--- config.mk ---
export PLATFORM = sky130hd
export DESIGN_NAME = quadrature_encoder_pattern_decoder
export DESIGN_NICKNAME = d
export VERILOG_FILES = /design/src/qed_pkg.sv /design/src/qed_core.sv /design/src/qed_out_fifo.sv /design/src/quadrature_encoder_pattern_decoder.sv
export SDC_FILE = /design/constraint.sdc
export NUM_CORES = 1
export LEC_CHECK = 0
export ABC_AREA = 0
export BUFFER_PORTS_ARGS = -buffer_cell sky130_fd_sc_hd__buf_2
export CELL_PAD_IN_SITES_DETAIL_PLACEMENT = 1
export CELL_PAD_IN_SITES_GLOBAL_PLACEMENT = 1
export CORE_AREA = 2 2 77 79
export DETAILED_ROUTE_END_ITERATION = 10
export DIE_AREA = 0 0 79 81
export PLACE_DENSITY = 0.8
export SETUP_SLACK_MARGIN = 0.2
export SLEW_MARGIN = 15
export SYNTH_ARGS = -nofsm -noshare
export SYNTH_HDL_FRONTEND = slang
export SYNTH_SLANG_ARGS = --single-unit
--- constraint.sdc ---
create_clock -name clk_i -period 3.45 [get_ports clk_i]
set_input_delay 0.345 -clock clk_i [delete_from_list [all_inputs] [get_ports clk_i]]
set_output_delay 0.345 -clock clk_i [all_outputs]
set_load 0.01 [all_outputs]
--- src/qed_pkg.sv ---
// ----------------------------------------------------------------------------
// qed_pkg: shared types and constants for the quadrature pattern decoder
// Pattern decode table, codes, and the structs passed between blocks.
// ----------------------------------------------------------------------------
package qed_pkg;

  // configuration register indexes
  localparam logic CfgEnable    = 1'b0;
  localparam logic CfgThreshold = 1'b1;

  localparam logic       EnableReset    = 1'b1;
  localparam logic [7:0] ThresholdReset = 8'd2;

  // previous-sample register: both high at reset, 3'b111 means "none"
  localparam logic [2:0] PairReset = 3'b011;
  localparam logic [2:0] NoPair    = 3'b111;

  localparam logic [7:0] CountMax       = 8'hff;
  localparam logic [2:0] PairsPerPattern = 3'd4;

  localparam logic signed [1:0] DirBack = -2'sd1;
  localparam logic signed [1:0] DirFwd  = 2'sd1;
  localparam logic signed [1:0] DirNone = 2'sd0;

  localparam int unsigned OutDepth = 2;

  typedef struct packed {
    logic       enable;
    logic [7:0] threshold;
  } qed_cfg_t;

  typedef struct packed {
    logic              valid;
    logic signed [1:0] direction;
  } qed_res_t;

  function automatic logic signed [1:0] decode_pattern(input logic [7:0] p);
    logic signed [1:0] d;
    case (p)
      8'h4b, 8'h2c, 8'hb4, 8'hc2: d = DirBack;
      8'h1e, 8'h78, 8'he1, 8'h87: d = DirFwd;
      default:                    d = DirNone;
    endcase
    return d;
  endfunction

endpackage

--- src/qed_core.sv ---
// ----------------------------------------------------------------------------
// qed_core: input register, debounce state and pattern decode
// One sample per cycle while the result buffer is not full; the state update and decode sit behind the input reg.
// ----------------------------------------------------------------------------
module qed_core (
  input  logic              clk_i,
  input  logic              rst_ni,
  input  qed_pkg::qed_cfg_t cfg_i,
  input  logic              in_valid_i,
  output logic              in_ready_o,
  input  logic              chan_a_i,
  input  logic              chan_b_i,
  input  logic              out_full_i,
  output qed_pkg::qed_res_t res_o
);

  logic       in_valid_q;
  logic [1:0] pair_q;

  logic [2:0] last_q, last_d;
  logic [7:0] cnt_q, cnt_d;
  logic       chg_q, chg_d;
  logic [2:0] pc_q, pc_d;
  logic [7:0] pat_q, pat_d;

  logic       advance, update, same, take, done;
  logic [7:0] cnt_upd;
  logic       chg_upd;
  logic [2:0] pc_inc;
  logic [7:0] pat_upd;

  assign advance    = !out_full_i;
  assign in_ready_o = !in_valid_q || advance;
  assign update     = in_valid_q && advance && cfg_i.enable;

  always_comb begin
    same    = ({1'b0, pair_q} == last_q);
    cnt_upd = same ? ((cnt_q == qed_pkg::CountMax) ? cnt_q : cnt_q + 8'd1) : 8'd0;
    chg_upd = same ? chg_q : 1'b1;
    take    = (cnt_upd == cfg_i.threshold) && chg_upd;
    pc_inc  = pc_q + 3'd1;
    pat_upd = {pat_q[5:0], pair_q};
    done    = take && (pc_inc == qed_pkg::PairsPerPattern);

    last_d = last_q;
    cnt_d  = cnt_q;
    chg_d  = chg_q;
    pc_d   = pc_q;
    pat_d  = pat_q;
    if (update) begin
      last_d = {1'b0, pair_q};
      cnt_d  = cnt_upd;
      chg_d  = take ? 1'b0 : chg_upd;
      pc_d   = take ? pc_inc : pc_q;
      pat_d  = take ? pat_upd : pat_q;
      if (done) begin
        last_d = qed_pkg::NoPair;
        cnt_d  = 8'd0;
        pc_d   = 3'd0;
        pat_d  = 8'd0;
      end
    end

    res_o.valid     = update && done;
    res_o.direction = qed_pkg::decode_pattern(pat_upd);
  end

  always_ff @(posedge clk_i or negedge rst_ni) begin
    if (!rst_ni) begin
      in_valid_q <= 1'b0;
      last_q     <= qed_pkg::PairReset;
      cnt_q      <= 8'd0;
      chg_q      <= 1'b0;
      pc_q       <= 3'd0;
      pat_q      <= 8'd0;
    end else begin
      if (in_ready_o) in_valid_q <= in_valid_i;
      last_q <= last_d;
      cnt_q  <= cnt_d;
      chg_q  <= chg_d;
      pc_q   <= pc_d;
      pat_q  <= pat_d;
    end
  end

  always_ff @(posedge clk_i) begin
    if (in_ready_o && in_valid_i) pair_q <= {chan_b_i, chan_a_i};
  end

  // a decode only ever follows three earlier accepted pairs
  a_done_count: assert property (@(posedge clk_i) disable iff (!rst_ni)
    res_o.valid |-> pc_q == 3'd3) else $error("decode without three pairs");

  a_pc_range: assert property (@(posedge clk_i) disable iff (!rst_ni)
    pc_q < qed_pkg::PairsPerPattern) else $error("pair count overflow");

  // after a decode the next sample must register as a change
  a_post_decode: assert property (@(posedge clk_i) disable iff (!rst_ni)
    res_o.valid |=> last_q == qed_pkg::NoPair && !chg_q && pat_q == 8'd0)
    else $error("state not cleared after decode");

endmodule

--- src/qed_out_fifo.sv ---
// ----------------------------------------------------------------------------
// qed_out_fifo: two-entry result buffer
// Decouples the result stream from the sample path; full flag is decoded from the registered count.
// ----------------------------------------------------------------------------
module qed_out_fifo (
  input  logic              clk_i,
  input  logic              rst_ni,
  input  qed_pkg::qed_res_t res_i,
  output logic              full_o,
  output logic              valid_o,
  input  logic              ready_i,
  output logic signed [1:0] direction_o
);

  logic signed [1:0] mem_q [qed_pkg::OutDepth];
  logic       wr_q, rd_q;
  logic [1:0] cnt_q;
  logic       push, pop;

  assign push        = res_i.valid;
  assign pop         = valid_o && ready_i;
  assign valid_o     = (cnt_q != 2'd0);
  assign full_o      = (cnt_q == 2'(qed_pkg::OutDepth));
  assign direction_o = mem_q[rd_q];

  always_ff @(posedge clk_i or negedge rst_ni) begin
    if (!rst_ni) begin
      wr_q  <= 1'b0;
      rd_q  <= 1'b0;
      cnt_q <= 2'd0;
    end else begin
      if (push) wr_q <= !wr_q;
      if (pop)  rd_q <= !rd_q;
      cnt_q <= cnt_q + {1'b0, push} - {1'b0, pop};
    end
  end

  always_ff @(posedge clk_i) begin
    if (push) mem_q[wr_q] <= res_i.direction;
  end

  a_no_overrun: assert property (@(posedge clk_i) disable iff (!rst_ni)
    push |-> !full_o) else $error("result pushed into full buffer");

  a_cnt_range: assert property (@(posedge clk_i) disable iff (!rst_ni)
    cnt_q <= 2'(qed_pkg::OutDepth)) else $error("buffer count out of range");

endmodule

--- src/quadrature_encoder_pattern_decoder.sv ---
// ----------------------------------------------------------------------------
// quadrature_encoder_pattern_decoder: debounced quadrature step decoder
// Debounces A/B samples, collects four accepted pairs, emits a direction.
// ----------------------------------------------------------------------------
// Channel  Dir  Handshake            Payload
// s_axis   in   tvalid/tready        tdata[0]=chan_a, tdata[1]=chan_b
// m_axis   out  tvalid/tready        tdata[1:0]=direction (signed)
// cfg      in   cfg_we_i             cfg_addr_i: 0 enable, 1 stable_threshold
//
// Flow: one sample accepted per clock while the result buffer is not full; it
//   lands in the input register at its transfer edge, the state update writes any
//   result from that register into the buffer, whose count drives m_axis_tvalid.
// Reset: enable=1, threshold=2, previous pair "both high", counters clear.
// Stalls: a two-entry result buffer absorbs output backpressure; input stops
//   only once that buffer is full, set by the full flag decoded from its registered count.
// ----------------------------------------------------------------------------
module quadrature_encoder_pattern_decoder (
  input  logic       clk_i,
  input  logic       rst_ni,
  // sample stream
  input  logic       s_axis_tvalid,
  output logic       s_axis_tready,
  input  logic [7:0] s_axis_tdata,   // [0] chan_a, [1] chan_b, rest zero
  // result stream
  output logic       m_axis_tvalid,
  input  logic       m_axis_tready,
  output logic [7:0] m_axis_tdata,   // [1:0] direction, rest zero
  // configuration writes
  input  logic       cfg_we_i,
  input  logic       cfg_addr_i,
  input  logic [7:0] cfg_wdata_i
);

  qed_pkg::qed_cfg_t cfg_q;
  qed_pkg::qed_res_t res;
  logic              full;
  logic signed [1:0] direction;

  // config registers; the user writes them only while idle, the block does not enforce it
  always_ff @(posedge clk_i or negedge rst_ni) begin
    if (!rst_ni) begin
      cfg_q.enable    <= qed_pkg::EnableReset;
      cfg_q.threshold <= qed_pkg::ThresholdReset;
    end else if (cfg_we_i) begin
      case (cfg_addr_i)
        qed_pkg::CfgEnable:    cfg_q.enable    <= cfg_wdata_i[0];
        qed_pkg::CfgThreshold: cfg_q.threshold <= cfg_wdata_i;
        default: ;
      endcase
    end
  end

  qed_core u_core (
    .clk_i      (clk_i),
    .rst_ni     (rst_ni),
    .cfg_i      (cfg_q),
    .in_valid_i (s_axis_tvalid),
    .in_ready_o (s_axis_tready),
    .chan_a_i   (s_axis_tdata[0]),
    .chan_b_i   (s_axis_tdata[1]),
    .out_full_i (full),
    .res_o      (res)
  );

  qed_out_fifo u_out (
    .clk_i       (clk_i),
    .rst_ni      (rst_ni),
    .res_i       (res),
    .full_o      (full),
    .valid_o     (m_axis_tvalid),
    .ready_i     (m_axis_tready),
    .direction_o (direction)
  );

  assign m_axis_tdata = {6'd0, direction};

endmodule

==> results.toml <==
[pwr]
pwr-share-clk_pct = 22.7
p_int_w = 0.000900
comb_power_share_pct = 31.7
power_leakage_nw = 1.16
power_density_nw_per_um2 = 528
p_sw_w = 0.000503
pwr-share-seq_pct = 45.5
ir_drop_v = 0.000420
switching_share_pct = 35.9

[final_layout]
fillerInstances = 683
nets = 287
finalNonFillerCells = 337
syn_to_final_growth_pct = 10.3
final_util_pct = 46.8
n_antenna_cell = 0
final_layout_size_suffix_gt1_share_pct = 24.8

[drt]
drt_iter0_markers = 88
routedWlPerCell_um = 17.1
vias_per_cell = 5.65
route.detailed.drc = 0
first_pass_iters = 4
postRouteWirelength_mm = 5.75
antenna_left = 0
via_count = 1905

[grt]
grt_max_degree = 36
grt_pass1_vias = 1917
grt_antenna_before_repair = 0
gr-total-overflow = 0
grt_first_pass_wirelength_mm = 9.29
grt_use_total_pct = 19.0

[min_path]
hold_path.class = "input port to async pin"

[sta]
slew_headroom_pct = 45.9
tns_ns = 0
finalHoldViolCount = 0
slew_viol_final = 0
grt_setup_unrepaired = "false"
period_minus_slack_ns = 3.10
worst_pin_slew_ns = 0.811
setup_viol = 0
fmax_mhz = 323
fin_skew_ns = 0.00938
post-route-period-util_pct = 89.8

[clocking]
hold_buffers = 0
cts-root-buf = "clkbuf_8"
clock_latency_ns = 0.30
clock_sinks = 41
clockBufferDepth = 2
cts_buffers = 5
cts_tree = "yes"
cts.clk_slew.worst_paths_ns = 0.09
h-tree-depth = 2

[floorplanning]
pin_count = 32
die_y_um = 81
die_w_um = 79
rows = 28
core_area_sq_um = 5680
dieArea_sq_um = 6400
start_util_pct = 42.5

[synthesis]
synthFlopType = "dfrtp_1"
netlist_top_cells_area = "dfrtp_1 (32%), edfxtp_1 (7.5%), mux2_2 (5.1%)"
synth_top_area_cell = "dfrtp_1"
syn_area_sq_um = 2410
synth.area.mux_share_pct = 10.5
synth_xor_area_share_pct = 3.27
synth_compound_area_share_pct = 14.2
ys_types = 56
async_reset_ff_share_pct = 85.4
synthCells = 238
syn_area_per_cell_sq_um = 10.1
synth_top_family_by_area = "simple AND/OR/NAND/NOR gates"
yosys.area_share.simple_pct = 20.1
yosysTopAreaCellShare_pct = 32.2
ys_seq_elements = 41
synth_fa_ha_area_share_pct = 2.08
synth-edff-count = 6
ys_seq_area_share_pct = 44.0
synth_warnings = 0

[critical_path]
worst_ep_arrival_time_ns = 3.29
reg2reg_to = "u_core.pat_q[4]"
start_kind = "register"
path_cells = "ha_1 > nand4_1 > buf_4 > nor3_2 > nor3_1 > a2111oi_2 > o311ai_1 > a211o_1 > or3_1 > buf_4 > mux2_4"
cp_top_family = "compound AO/OA/AOI/OAI gates"
worstPathRequired_ns = 3.64
worst-path-buf-inv = 2
slowest_stage = "dfrtp_1"
crit_path_frequent_cell = "buf_4"
reg2reg_depth = 11
crit_fanout = 9
end_kind = "register"
crit_path_max_incr_delay_ns = 0.39
worstSetupPathType = "register to register"
r2r_setup_slack_ns = 0.35
reg2reg_from = "u_core.cnt_q[0]"

[placement]
place_congestion = 0.883
port_buffers = 19
place_hpwl_mm = 4.05
place_inst = 328

[status]
status = "complete, no violations"

[run]
drv_cap = 0
==> cell families (layout without fill, tap and decap cells) <==
family,count (synthesis),after routing
adder cells (fa/ha/maj),4,4
XOR/XNOR,9,9
multiplexers,20,20
buffers and inverters,23,42
other,1,6
AND/OR/NAND/NOR,88,88
flip-flops,41,41
AO/OA/AOI/OAI,52,52
==> cells in the mapped netlist (3+ instances only) <==
| master | number |
|---|---|
| ha_1 | 4 |
| buf_2 | 3 |
| buf_6 | 3 |
| xnor2_1 | 4 |
| and2_1 | 5 |
| a211oi_1 | 3 |
| nor3_1 | 6 |
| nand2_1 | 13 |
| a21oi_1 | 14 |
| nor2b_1 | 5 |
| xor2_1 | 5 |
| inv_1 | 6 |
| clkbuf_1 | 4 |
| buf_4 | 6 |
| mux2_4 | 8 |
| nor2_1 | 17 |
| nand3_1 | 8 |
| a31oi_1 | 3 |
| nor4_1 | 6 |
| nand4_1 | 4 |
| dfrtp_1 | 31 |
| mux2_2 | 11 |
| and3_1 | 4 |
| o21ai_0 | 13 |
| edfxtp_1 | 6 |
| dfstp_2 | 4 |
| nand2b_1 | 8 |
==> power groups by stage <==
stage               Combinational [W]  Sequential, W  Clock, W
floorplan                    0.000314       0.000627         0
global placement             0.000417       0.000641         0
detailed placement           0.000440       0.000645         0
CTS                          0.000445       0.000638  0.000330
global route                 0.000488       0.000648  0.000348
finish                       0.000445       0.000639  0.000319
==> sequential cells by signal, summed over array words and instances (netlist names) <==
| signal | cells |
|---|---|
| u_out.wr_q | 1 |
| cfg_q | 9 |
| u_core.cnt_q | 8 |
| u_core.pc_q | 3 |
| u_core.pair_q | 2 |
| u_core.in_valid_q | 1 |
| u_out.rd_q | 1 |
| u_core.chg_q | 1 |
| u_out.cnt_q | 2 |
| u_out.mem_q | 4 |
| u_core.last_q | 3 |
| u_core.pat_q | 6 |
==> stage by stage <==
stage | setup WS, ns | power [W] | cell area, sq um | hold WS (ns)
2_1_floorplan | 0.514 | 0.000942 | 2430 | 0.0494
3_3_place_gp | 0.456 | 0.00106 | 2560 | 0.473
3_5_place_dp | 0.382 | 0.00108 | 2560 | 0.495
4_1_cts | 0.266 | 0.00141 | 2650 | 0.161
5_1_grt | 0.220 | 0.00148 | 2660 | 0.194
6_report | 0.352 | 0.00140 | 2660 | 0.124
==> how the worst max path moves through the flow <==
stage	to	startpoint	slack [ns]	cells past startpoint
after floorplan	u_core.pat_q[0]	u_core.cnt_q[1]	0.51	12
after global placement	u_core.pc_q[0]	u_core.cnt_q[0]	0.46	10
after detailed placement	u_core.pc_q[2]	u_core.cnt_q[0]	0.38	10
after CTS	u_core.pat_q[5]	u_core.cnt_q[0]	0.27	10
after global routing	u_core.pc_q[2]	u_core.cnt_q[0]	0.22	11
final	u_core.pat_q[4]	u_core.cnt_q[0]	0.35	11
==> per-layer routing <==
layer	up-vias	wire length (um)	GRT usage, %
met3	10	250	3.67
met1	934	2580	24.5
met5	-	0	0
li1	902	-	-
met2	59	2830	33.0
met4	0	89	5.17
==> cell usage in the layout, fill, tap and decap left out, types with 3 or more instances in the layout <==
cell      count
nand2_1      13
clkbuf_8      5
nand4_1       4
buf_2        19
nor2b_1       5
dfstp_2       4
nor4_1        6
a31oi_1       3
a211oi_1      3
nor2_1       17
inv_1         6
a21oi_1      14
xnor2_1       4
xor2_1        5
mux2_4        8
ha_1          4
mux2_2       11
and2_1        5
nand3_1       8
edfxtp_1      6
dfrtp_1      31
and3_1        4
o21ai_0      13
nand2b_1      8
nor3_1        6
buf_4         9
conb_1        6
==> layout make-up <==
type / count / area, sq um / share of cell area (%)
Timing Repair Buffer: 28 / 163 / 6.12
Multi-Input combinational cell: 179 / 1230 / 46.4
Clock inverter: 3 / 17.5 / 0.659
Inverter: 6 / 22.5 / 0.847
Clock buffer: 5 / 68.8 / 2.59
Sequential cell: 41 / 1060 / 39.9
Tap cell: 75 / 93.8 / 3.53
==> repair_timing <==
item / 4_1_cts / 5_1_grt
resized for setup: 0 / 0
setup endpoints to repair: 0 / 8
setup buffers: 0 / 1
endpoints found under the hold margin: 0 / 0
(Power assumes the default switching activity.)
